## config.mk

```make
export PLATFORM = sky130hd
export DESIGN_NAME = utf8_checkpoint_builder
export DESIGN_NICKNAME = d
export VERILOG_FILES = /design/src/design/utf8cp_pkg.sv /design/src/design/utf8cp_cfg.sv /design/src/design/utf8cp_core.sv /design/src/design/utf8cp_rq.sv /design/src/design/utf8_checkpoint_builder.sv
export SDC_FILE = /design/constraint.sdc
export NUM_CORES = 2
export LEC_CHECK = 0
export BUFFER_PORTS_ARGS = -buffer_cell sky130_fd_sc_hd__buf_2
export CAP_MARGIN = 25
export CORE_MARGIN = 3
export CORE_UTILIZATION = 65
export CTS_CLUSTER_SIZE = 20
export DETAILED_ROUTE_END_ITERATION = 12
export GPL_ROUTABILITY_DRIVEN = 0
export PLACE_DENSITY = 0.82
export SLEW_MARGIN = 20
export SYNTH_ARGS = -nofsm -noshare
export SYNTH_HDL_FRONTEND = slang
export SYNTH_HIERARCHICAL = 1
export SYNTH_SLANG_ARGS = --single-unit
```

## constraint.sdc

```tcl
create_clock -name clk -period 39.6 [get_ports clk]
set_input_delay 1.98 -clock clk [delete_from_list [all_inputs] [get_ports clk]]
set_output_delay 1.98 -clock clk [all_outputs]
set_load 0.1 [all_outputs]
```

## src/design/utf8cp_pkg.sv

```systemverilog
`default_nettype none
package utf8cp_pkg;

	localparam int CNT_W     = 32;
	localparam int IDX_W     = 33;
	localparam int PHASE_W   = 6;
	localparam int CFG_IDX_W = 3;
	localparam int CFG_W     = 32;
	localparam int Q_DEPTH   = 4;

	localparam int unsigned     DEF_GRANULARITY      = 64;
	localparam logic [15:0]     DEF_SHORT_ENTRY_LAST = 16'd255;
	localparam logic [31:0]     DEF_MID_ENTRY_LAST   = 32'd65535;

	typedef enum logic [CFG_IDX_W-1:0] {
		CFG_CHUNK_PHASE    = 3'd0,
		CFG_BYTE_LIMIT     = 3'd1,
		CFG_CHAR_OFFSET    = 3'd2,
		CFG_START_INDEX    = 3'd3,
		CFG_ENTRY_CAPACITY = 3'd4
	} cfg_idx_t;

	typedef enum logic {
		KIND_ENTRY  = 1'b0,
		KIND_FINISH = 1'b1
	} kind_t;

	typedef enum logic [1:0] {
		EW_16 = 2'd0,
		EW_32 = 2'd1,
		EW_64 = 2'd2
	} ewidth_t;

	typedef enum logic [1:0] {
		ST_OK       = 2'd0,
		ST_CAPACITY = 2'd1,
		ST_OVERFLOW = 2'd2
	} status_t;

	typedef struct packed {
		logic [PHASE_W-1:0] chunk_phase;
		logic [CNT_W-1:0]   byte_limit;
		logic [CNT_W-1:0]   char_offset;
		logic [CNT_W-1:0]   start_index;
		logic [CNT_W-1:0]   entry_capacity;
	} cfg_t;

	typedef struct packed {
		kind_t              kind;
		logic [IDX_W-1:0]   index;
		logic [IDX_W-1:0]   value;
		ewidth_t            width;
		logic [CNT_W-1:0]   total_bytes;
		logic [CNT_W-1:0]   total_chars;
		status_t            status;
		logic               last;
	} result_t;

endpackage
`default_nettype wire

```

## src/design/utf8cp_cfg.sv

```systemverilog
`default_nettype none
module utf8cp_cfg (
	input  wire logic                                clk,
	input  wire logic                                arst_n,
	input  wire logic                                cfg_we,
	input  wire logic [utf8cp_pkg::CFG_IDX_W-1:0]    cfg_index,
	input  wire logic [utf8cp_pkg::CFG_W-1:0]        cfg_data,
	output utf8cp_pkg::cfg_t                         cfg
);

	utf8cp_pkg::cfg_t cfg_q;

	always_ff @(posedge clk or negedge arst_n) begin
		if (!arst_n) begin
			cfg_q <= '0;
		end else if (cfg_we) begin
			case (utf8cp_pkg::cfg_idx_t'(cfg_index))
				utf8cp_pkg::CFG_CHUNK_PHASE:
					cfg_q.chunk_phase <= cfg_data[utf8cp_pkg::PHASE_W-1:0];
				utf8cp_pkg::CFG_BYTE_LIMIT:     cfg_q.byte_limit     <= cfg_data;
				utf8cp_pkg::CFG_CHAR_OFFSET:    cfg_q.char_offset    <= cfg_data;
				utf8cp_pkg::CFG_START_INDEX:    cfg_q.start_index    <= cfg_data;
				utf8cp_pkg::CFG_ENTRY_CAPACITY: cfg_q.entry_capacity <= cfg_data;
				default: ;
			endcase
		end
	end

	assign cfg = cfg_q;

endmodule
`default_nettype wire

```

## src/design/utf8cp_core.sv

```systemverilog
`default_nettype none
module utf8cp_core #(
	parameter int unsigned  GRANULARITY      = utf8cp_pkg::DEF_GRANULARITY,
	parameter logic [15:0]  SHORT_ENTRY_LAST = utf8cp_pkg::DEF_SHORT_ENTRY_LAST,
	parameter logic [31:0]  MID_ENTRY_LAST   = utf8cp_pkg::DEF_MID_ENTRY_LAST
) (
	input  wire logic                clk,
	input  wire logic                arst_n,
	input  wire utf8cp_pkg::cfg_t    cfg,
	input  wire logic                accept,
	input  wire logic [7:0]          data_byte,
	input  wire logic                start_of_string,
	output logic [1:0]               push_n,
	output utf8cp_pkg::result_t      res0,
	output utf8cp_pkg::result_t      res1
);

	localparam int CW = $clog2(GRANULARITY + 1);
	localparam int NPH = 2 ** utf8cp_pkg::PHASE_W;
	localparam int W = utf8cp_pkg::CNT_W;
	localparam int IW = utf8cp_pkg::IDX_W;

	logic [CW-1:0] phase_mod [NPH];

	for (genvar p = 0; p < NPH; p++) begin : g_phase
		assign phase_mod[p] = CW'(p % GRANULARITY);
	end

	logic [W-1:0]  byte_count_q, char_count_q, entries_made_q;
	logic [CW-1:0] chunk_fill_q, chunk_limit_q;
	logic          run_active_q;

	logic [W-1:0]  bc, cc, em, bc_inc, cc_inc;
	logic [CW-1:0] fill, lim, fill_inc, first_len;
	logic          active, limit_hit, due, cap_full;
	logic [IW-1:0] idx, sum;
	logic [W-1:0]  nx_bc, nx_cc, nx_em;
	logic [CW-1:0] nx_fill, nx_lim;
	logic          nx_active;
	logic [1:0]    n;
	utf8cp_pkg::result_t r0, r1, ent;

	function automatic utf8cp_pkg::result_t finish(input logic [W-1:0] bytes,
			input logic [W-1:0] chars, input utf8cp_pkg::status_t st);
		utf8cp_pkg::result_t r;
		r = '0;
		r.kind        = utf8cp_pkg::KIND_FINISH;
		r.total_bytes = bytes;
		r.total_chars = chars;
		r.status      = st;
		r.last        = 1'b1;
		return r;
	endfunction

	assign first_len = CW'(GRANULARITY) - phase_mod[cfg.chunk_phase];

	always_comb begin
		// a start byte sees the cleared counters
		bc     = start_of_string ? '0 : byte_count_q;
		cc     = start_of_string ? '0 : char_count_q;
		em     = start_of_string ? '0 : entries_made_q;
		fill   = start_of_string ? '0 : chunk_fill_q;
		lim    = start_of_string ? first_len : chunk_limit_q;
		active = start_of_string | run_active_q;

		bc_inc    = bc + W'(1);
		cc_inc    = cc + W'(data_byte[7:6] != 2'b10);
		fill_inc  = fill + CW'(1);
		limit_hit = (cfg.byte_limit != '0) && (bc_inc == cfg.byte_limit);
		due       = (fill_inc >= lim) || limit_hit;
		cap_full  = (cfg.start_index != '0) && (em == cfg.entry_capacity);

		idx = {1'b0, cfg.start_index} + {1'b0, em};
		sum = {1'b0, cc_inc} + {1'b0, cfg.char_offset};

		ent       = '0;
		ent.kind  = utf8cp_pkg::KIND_ENTRY;
		ent.index = idx;
		ent.last  = ~limit_hit;
		if (idx <= IW'(SHORT_ENTRY_LAST)) begin
			ent.width = utf8cp_pkg::EW_16;
			ent.value = {{(IW-16){1'b0}}, sum[15:0]};
		end else if (idx <= IW'(MID_ENTRY_LAST)) begin
			ent.width = utf8cp_pkg::EW_32;
			ent.value = {1'b0, sum[W-1:0]};
		end else begin
			ent.width = utf8cp_pkg::EW_64;
			ent.value = sum;
		end

		n         = 2'd0;
		r0        = '0;
		r1        = '0;
		nx_bc     = bc;
		nx_cc     = cc;
		nx_em     = em;
		nx_fill   = fill;
		nx_lim    = lim;
		nx_active = active;

		if (!active) begin
			nx_active = 1'b0;
		end else if (data_byte == 8'd0) begin
			n         = 2'd1;
			r0        = finish(bc, cc, utf8cp_pkg::ST_OK);
			nx_active = 1'b0;
		end else if (bc == '1) begin
			n         = 2'd1;
			r0        = finish(bc, cc, utf8cp_pkg::ST_OVERFLOW);
			nx_active = 1'b0;
		end else begin
			nx_bc   = bc_inc;
			nx_cc   = cc_inc;
			nx_fill = fill_inc;
			if (due && cap_full) begin
				n         = 2'd1;
				r0        = finish(bc_inc, cc_inc, utf8cp_pkg::ST_CAPACITY);
				nx_active = 1'b0;
			end else begin
				if (due) begin
					r0      = ent;
					nx_em   = em + W'(1);
					nx_fill = '0;
					nx_lim  = CW'(GRANULARITY);
				end
				if (limit_hit) begin
					// limit always makes an entry first, so the finish goes second
					n         = 2'd2;
					r1        = finish(bc_inc, cc_inc, utf8cp_pkg::ST_OK);
					nx_active = 1'b0;
				end else if (due) begin
					n = 2'd1;
				end
			end
		end
	end

	always_ff @(posedge clk or negedge arst_n) begin
		if (!arst_n) begin
			byte_count_q   <= '0;
			char_count_q   <= '0;
			entries_made_q <= '0;
			chunk_fill_q   <= '0;
			chunk_limit_q  <= CW'(GRANULARITY);
			run_active_q   <= 1'b0;
		end else if (accept) begin
			byte_count_q   <= nx_bc;
			char_count_q   <= nx_cc;
			entries_made_q <= nx_em;
			chunk_fill_q   <= nx_fill;
			chunk_limit_q  <= nx_lim;
			run_active_q   <= nx_active;
		end
	end

	assign push_n = accept ? n : 2'd0;
	assign res0   = r0;
	assign res1   = r1;

	a_idle_silent: assert property (@(posedge clk) disable iff (!arst_n)
		accept && !start_of_string && !run_active_q |-> push_n == 2'd0)
		else $error("byte outside a run produced a result");

	a_pair_order: assert property (@(posedge clk) disable iff (!arst_n)
		push_n == 2'd2 |-> res0.kind == utf8cp_pkg::KIND_ENTRY
			&& res1.kind == utf8cp_pkg::KIND_FINISH && !res0.last)
		else $error("two results must be an entry followed by the finish");

	a_finish_ends_run: assert property (@(posedge clk) disable iff (!arst_n)
		(push_n == 2'd2) || (push_n == 2'd1 && res0.kind == utf8cp_pkg::KIND_FINISH)
		|=> !run_active_q)
		else $error("run still active after a finish result");

	a_fill_bound: assert property (@(posedge clk) disable iff (!arst_n)
		run_active_q |-> chunk_fill_q < chunk_limit_q)
		else $error("chunk fill reached its limit without an entry");

endmodule
`default_nettype wire

```

## src/design/utf8cp_rq.sv

```systemverilog
`default_nettype none
module utf8cp_rq (
	input  wire logic                 clk,
	input  wire logic                 arst_n,
	input  wire logic [1:0]           push_n,
	input  wire utf8cp_pkg::result_t  d0,
	input  wire utf8cp_pkg::result_t  d1,
	input  wire logic                 pop,
	output logic                      room,
	output logic                      not_empty,
	output utf8cp_pkg::result_t       head
);

	localparam int D  = utf8cp_pkg::Q_DEPTH;
	localparam int PW = $clog2(D);

	utf8cp_pkg::result_t mem [D];
	logic [PW-1:0] wr_ptr_q, rd_ptr_q;
	logic [PW:0]   count_q;

	always_ff @(posedge clk) begin
		if (push_n != 2'd0) begin
			mem[wr_ptr_q] <= d0;
		end
		if (push_n == 2'd2) begin
			mem[wr_ptr_q + PW'(1)] <= d1;
		end
	end

	always_ff @(posedge clk or negedge arst_n) begin
		if (!arst_n) begin
			wr_ptr_q <= '0;
			rd_ptr_q <= '0;
			count_q  <= '0;
		end else begin
			wr_ptr_q <= wr_ptr_q + PW'(push_n);
			rd_ptr_q <= rd_ptr_q + PW'(pop);
			count_q  <= count_q + (PW+1)'(push_n) - (PW+1)'(pop);
		end
	end

	// room for the worst case of two results from one byte
	assign room      = count_q <= (PW+1)'(D - 2);
	assign not_empty = count_q != '0;
	assign head      = mem[rd_ptr_q];

	a_no_overrun: assert property (@(posedge clk) disable iff (!arst_n)
		push_n != 2'd0 |-> count_q <= (PW+1)'(D - 2))
		else $error("result queue written without room");

	a_no_underrun: assert property (@(posedge clk) disable iff (!arst_n)
		pop |-> count_q != '0)
		else $error("result queue read while empty");

endmodule
`default_nettype wire

```

## src/design/utf8_checkpoint_builder.sv

```systemverilog
// Scans a string one byte per transfer, counting bytes and UTF-8 characters and emitting a
// checkpoint entry at every chunk boundary plus a totals result when a NUL, the byte limit,
// a full entry capacity or a byte-count overflow ends the run. A byte is taken every cycle
// while in_ready is high; its results are written into a four-deep result queue. A byte can
// give up to two results (an entry and the totals when the limit falls on it); the queue
// drains one result per cycle while out_ready is high, and in_ready drops while fewer than
// two queue slots are free, so the sustained rate is one byte per cycle as long as results
// are taken as fast as they come. chunk_phase is sampled by the byte that starts a run. The
// user must write configuration only while the block is idle; the block does not enforce it.
`default_nettype none
module utf8_checkpoint_builder #(
	parameter int unsigned  GRANULARITY      = utf8cp_pkg::DEF_GRANULARITY,
	parameter logic [15:0]  SHORT_ENTRY_LAST = utf8cp_pkg::DEF_SHORT_ENTRY_LAST,
	parameter logic [31:0]  MID_ENTRY_LAST   = utf8cp_pkg::DEF_MID_ENTRY_LAST
) (
	input  wire logic                              clk,
	input  wire logic                              arst_n,
	input  wire logic                              cfg_we,
	input  wire logic [utf8cp_pkg::CFG_IDX_W-1:0]  cfg_index,
	input  wire logic [utf8cp_pkg::CFG_W-1:0]      cfg_data,
	input  wire logic                              in_valid,
	output logic                                   in_ready,
	input  wire logic [7:0]                        data_byte,
	input  wire logic                              start_of_string,
	output logic                                   out_valid,
	input  wire logic                              out_ready,
	output logic                                   result_kind,
	output logic [utf8cp_pkg::IDX_W-1:0]           entry_index,
	output logic [utf8cp_pkg::IDX_W-1:0]           entry_value,
	output logic [1:0]                             entry_width,
	output logic [utf8cp_pkg::CNT_W-1:0]           total_bytes,
	output logic [utf8cp_pkg::CNT_W-1:0]           total_chars,
	output logic [1:0]                             run_status,
	output logic                                   last_result
);

	utf8cp_pkg::cfg_t    cfg;
	utf8cp_pkg::result_t res0, res1, head;
	logic [1:0]          push_n;
	logic                accept, pop, room, not_empty;

	assign accept = in_valid & in_ready;
	assign pop    = out_valid & out_ready;

	utf8cp_cfg u_cfg (
		.clk       (clk),
		.arst_n    (arst_n),
		.cfg_we    (cfg_we),
		.cfg_index (cfg_index),
		.cfg_data  (cfg_data),
		.cfg       (cfg)
	);

	utf8cp_core #(
		.GRANULARITY      (GRANULARITY),
		.SHORT_ENTRY_LAST (SHORT_ENTRY_LAST),
		.MID_ENTRY_LAST   (MID_ENTRY_LAST)
	) u_core (
		.clk             (clk),
		.arst_n          (arst_n),
		.cfg             (cfg),
		.accept          (accept),
		.data_byte       (data_byte),
		.start_of_string (start_of_string),
		.push_n          (push_n),
		.res0            (res0),
		.res1            (res1)
	);

	utf8cp_rq u_rq (
		.clk       (clk),
		.arst_n    (arst_n),
		.push_n    (push_n),
		.d0        (res0),
		.d1        (res1),
		.pop       (pop),
		.room      (room),
		.not_empty (not_empty),
		.head      (head)
	);

	assign in_ready    = room;
	assign out_valid   = not_empty;
	assign result_kind = head.kind;
	assign entry_index = head.index;
	assign entry_value = head.value;
	assign entry_width = head.width;
	assign total_bytes = head.total_bytes;
	assign total_chars = head.total_chars;
	assign run_status  = head.status;
	assign last_result = head.last;

endmodule
`default_nettype wire
```

* After elaboration in Yosys (flattened, before gate mapping)
Memory sizes are Yosys's and may differ from the RTL's.
Cells that the tools add are included.
W data, S select, Z words.
** Storage, ports and cells
- Register bits after elaboration :: 252
- Memory bits (writable) :: 544
- Memory bits (read-only) :: 448
- Bits of input ports :: 49
- Output and inout bits :: 138
- Logic and storage cells :: 118
- Memories :: 2
** Memory list
- u_rq.mem :: depth 4, width 136, rd ports 1, clocked after memory_dff 0, wr ports 2, line utf8cp_rq.sv:17 : utf8cp_pkg::result_t mem [D];
- (no name shown) :: depth 64, width 7, rd ports 1, clocked after memory_dff 0, wr ports 0, line utf8cp_core.sv:55 : assign first_len = CW'(GRANULARITY) - phase_mod[cfg.chunk_phase];
** Operators by class
- $add $sub $neg :: 12
- Magnitude comparators :: 5
- Eq/ne operators :: 9
- Mux-type cells :: 56
- Bitwise operators :: 5
- Reductions and logical operators :: 15
** Operator list (number)
- $mux W136 :: 9
- $mux W32 :: 14
- $mux W135 :: 1
- $mux W7 :: 14
- $mux W35 :: 2
- $add A32 B32 Y33 :: 2
- $add A32 B1 Y32 const B :: 2
- $eq A32 B32 Y1 :: 2
- $reduce_bool A32 Y1 :: 2
- $le A33 B16 Y1 const B :: 1
- $le A33 B8 Y1 const B :: 1
- $add A32 B1 Y32 :: 1
- $eq A32 B32 Y1 const B :: 1
- $mux W2 :: 6
- $mux W1 :: 10
- $reduce_and A2 Y1 :: 5
- $logic_not A8 Y1 :: 1
- $add A7 B1 Y7 const B :: 1
- $ge A7 B7 Y1 :: 1
- $ge A7 B7 Y1 const B :: 1
- $not A6 Y7 :: 1
- $sub A7 B7 Y7 const A :: 1
- $eq A3 B2 Y1 const B :: 2
- $add A3 B2 Y3 :: 1
- other kinds (17) :: 20

* Longest topological paths before layout
- Depth in word-level cells :: 18
- Depth in mapped cells :: 32
- Mapped depth without buffers :: 21

* By module
The synthesis kept the hierarchy.
** Modules (own cells, without submodules)
- utf8cp_rq :: times used 1, cells an instance 1353, area each 26664.3 um^2, sequential area each 16510.8 um^2
- utf8cp_core :: times used 1, cells an instance 2378, area each 16833.6 um^2, sequential area each 2778.9 um^2
- utf8cp_cfg :: times used 1, cells an instance 288, area each 5347.6 um^2, sequential area each 3353.2 um^2
- utf8_checkpoint_builder :: times used 1, cells an instance 2, area each 12.5 um^2, sequential area each 0.0 um^2

* Worst setup path after synthesis
Ideal clock, no wire load.
- Path kind :: input-to-reg
- Start point :: input start_of_string
- End point :: memory u_rq/mem[0][0] in the netlist's numbering (enable)
- Library setup time :: 0.831 ns
- Arrival time :: 16.731 ns
- Required time :: 38.769 ns
- Path slack :: 22.038 ns
- Cell stages on the path :: 26
- Buffers on the path :: 12
- Path through :: buf_6 buf_6 buf_2 buf_2 buf_2 buf_2 buf_2 buf_1 buf_2 buf_1 nor2b_1 ha_1 and2_1 buf_2 nand4_2 nor3_2 xnor2_1 or4_4 nor4_4 nand4_4 clkbuf_1 nand2_1 a21oi_1 nor2_1 nor2_1 o31ai_1
** RTL lines
- start, declared :: line utf8_checkpoint_builder.sv:24 : input wire logic start_of_string,
- end, declared :: line utf8cp_rq.sv:17

==> run_results.csv <==
group,metric,value,unit
synth,yosysTopAreaCell,"edfxtp_1",
power,ir_worst_vdd,52.47,uV
clocking,cts_made_buffers,84,
route,viasPerCell,6.934,
clocking,cts_buffer_depth,3,
sta,worst_slew_pin_slew,1.128,ns
sta,finalSetupViolations,0,
sta,slew_headroom,0.2481,
floorplan,die_h,280.2,um
synth,synth_area_leaders,"edfxtp_1 (33%), dfrtp_1 (13%), mux2_2 (11%), mux4_2 (6.3%), mux2_4 (3.1%)",
sta,fin_setup_tns,0,ns
placed_design,io_buffers,186,
global_route,grt_usage,0.3437,
power,seqPwrFrac,0.362,
floorplan,die_w,280.2,um
status,status,"finished clean",
run,drv_cap,0,
floorplan,io_pins,187,
min_path,hp-class,"reg -> reg",
global_route,grt_pass1_wl,207800,um
synth,synth.top_cell.area_share,0.3343,
synth,synth_seq_cells,796,
clocking,cts_setup_buffers,0,
global_route,grt_pass1_vias,34220,
critical_path,cp.required,39.99,ns
sta,period_share,0.2231,
route,drc,0,
power,p_sw,1.173,mW
global_route,overflow,0,
power,p_sw_frac,0.4106,
clocking,root_buffer,"clkbuf_16",
synth,synth_edf_count,544,
finish,finalNonFillerCells,5111,
sta,fin_skew,0.02924,ns
synth,syn_inst,4021,
sta,fmax,113.2,MHz
floorplan,core,73700,sq um
critical_path,path_class,"in -> reg",
sta,fin_crit,8.836,ns
synth,avgSynthCellArea,12.15,sq um
critical_path,setup.worst_path.start,"start_of_string",
finish,final_layout_size_suffix_gt1_frac,0.2808,
power,power.internal,1.683,mW
clocking,cts_htree_levels,3,
route,routedWlPerCell,26.71,um
finish,area_growth_syn_to_layout,7.893,%
synth,synthArstFlopShare,0.3166,
floorplan,num_rows,99,
clocking,ctsResizeCount,0,
route,drtIter0Drc,4848,
min_path,worstHoldStart,"u_core/chunk_limit_q[0]",
clocking,cts.sinks,796,
synth,synth_top_flop_cell,"edfxtp_1",
sta,grt_setup_unrepaired,"false",
route,final_antenna_net_count,0,
clocking,clk_pin_slew_worst_paths,0.06,ns
clocking,ctsHoldBuffers,0,
synth,netlist_area,48860,sq um
floorplan,die_area,78490,sq um
critical_path,cp-end-kind,"flip-flop",
power,comb_power_share,0.366,
clocking,cts_tree,"built",
sta,slew_viol_final,0,
global_route,grt_max_degree,180,
finish,final_nets,4201,
route,vias,35440,
clocking,clk_latency,0.65,ns
critical_path,startpoint_type,"input pin",
sta,finalHoldViolations,0,
synth,synth_cell_type_count,102,
floorplan,initial_core_util,0.6629,
synth,yosys_warnings,6,
synth,yosysSeqAreaShare,0.4634,
placed_design,placed_cells,4946,
global_route,antenna_found_initial,11,
route,firstDrtPassIters,9,
critical_path,cp_max_fo,76,
route,wirelength,136500,um
placed_design,dpl.hpwl,89690,um
power,power.leakage,20.73,nW
critical_path,r2r-start,"u_core/byte_count_q[5]",
critical_path,crit_arrival,9.22,ns
power,p_clk_frac,0.272,
power,p_per_area,54.18,nW/um^2
[cells by family (layout without fill, tap and decap cells)]
group                    Yosys count  in the layout  share of synthesized area
AND/OR/NAND/NOR                 1085           1085                     0.1201
multiplexers                     833            833                     0.2306
flip-flops                       796            796                     0.4634
AO/OA/AOI/OAI                    609            609                    0.08251
buffers and inverters            412            471                    0.04558
XOR/XNOR                         206            206                    0.03721
adder cells (fa/ha/maj)           79             79                    0.02044
other                              1             73                 0.00007675
[power by group through the flow]
stage / clock network, mW / registers [mW] / logic (mW)
floorplan: 0 / 0.998 / 0.871
global placement: 0 / 1.05 / 1.02
detailed placement: 0 / 1.05 / 1.03
CTS: 0.783 / 1.03 / 1.04
global route: 0.817 / 1.04 / 1.09
finish: 0.777 / 1.03 / 1.05
[area by class of cell]
type	count	area (sq um)
Timing Repair Buffer	247	1435
Tap cell	959	1200
Fill cell	4873	20990
Inverter	67	251.5
Antenna cell	3	7.507
Multi-Input combinational cell	2882	24460
Sequential cell	796	22650
Clock inverter	37	286.5
Clock buffer	120	2422
[worst paths after layout]
kind	end	slack (ns)	cells after the start
setup / recovery	u_rq/mem[3][1]	30.76	20
hold / removal	u_core/chunk_limit_q[0]	0.49	1
setup reg to reg	u_rq/mem[3][1]	32.17	14
hold reg to reg	u_core/chunk_limit_q[0]	0.49	1
max in group asynchronous	u_rq/rd_ptr_q[1]	36.78	2
min in group asynchronous	u_core/byte_count_q[16]	1.31	1
[Yosys cell counts (40+ instances only)]
cell type  instances
edfxtp_1         544
mux2_2           493
dfrtp_1          251
nor2_1           240
nand2_1          216
a21oi_1          139
mux4_2           136
xnor2_1          136
o21ai_0          135
clkbuf_1         132
mux2_4           100
buf_4             98
nor3_1            90
nand3_1           89
mux2_1            88
buf_2             81
nor2b_1           72
ha_1              71
xor2_1            69
inv_1             67
nor4_1            52
nand4_1           51
and3_1            48
a31oi_1           43
a211oi_1          40
[placed cells by master, fill, tap and decap left out, types with 55 or more instances in the layout]
master and count:
inv_1 67, nand3_1 89, dfrtp_1 249, buf_4 55, mux2_2 493, nor3_1 88
a21oi_1 137, nor2b_1 71, clkbuf_16 88, conb_1 70, mux4_2 136, nand2_1 216
o21ai_0 134, mux2_4 100, nor2_1 236, mux2_1 88, ha_1 71, buf_2 187
edfxtp_1 544, xor2_1 69, xnor2_1 136
[worst max-delay path: stages]
cell	delay [ns]
buf_6	0.23
buf_4	0.64
buf_4	0.82
nor2b_1	0.19
ha_1	0.27
or3_1	0.33
nand2_1	0.09
ha_1	0.23
a21o_1	0.15
a21o_1	0.17
a21o_1	0.17
a21o_1	0.18
a21oi_2	0.15
nand2_1	0.07
a21oi_1	0.22
nor2_1	0.21
and4bb_4	0.94
buf_4	0.72
buf_4	0.85
mux2_2	0.42
[registers in the layout, indices dropped and copies added, names as in the netlist]
name and cells:
u_rq/mem 544, u_cfg/cfg 134, u_core/byte_count_q 32, u_core/char_count_q 32, u_core/entries_made_q 32, u_core/chunk_fill_q 7
u_core/chunk_limit_q 7, u_rq/count_q 3, u_rq/rd_ptr_q 2, u_rq/wr_ptr_q 2, u_core/run_active_q 1
[per-stage QoR]
step / hold WS, ns / worst slack, ns / total power, mW / area (sq um) / util
after floorplan: 0.4422 / 22.04 / 1.870 / 49120 / -
after global placement: 0.4678 / 30.18 / 2.070 / 49950 / 0.6777
after detailed placement: 0.4736 / 30.04 / 2.081 / 49950 / 0.6777
after CTS: 0.4915 / 30.70 / 2.853 / 52660 / 0.7145
after global routing: 0.5200 / 30.53 / 2.949 / 52710 / 0.7151
final: 0.4916 / 30.76 / 2.856 / 52710 / 0.7152
[per-layer routing]
metal / vias to the layer above / part of all wire / global-route usage
li1: 15300 / - / -
met1: 17380 / 0.38 / 0.4714
met2: 2282 / 0.45 / 0.5218
met3: 468 / 0.11 / 0.08404
met4: 10 / 0.055 / 0.1594
met5: - / 0.00038 / 0
No activity file was read; power rests on OpenSTA's default activity.
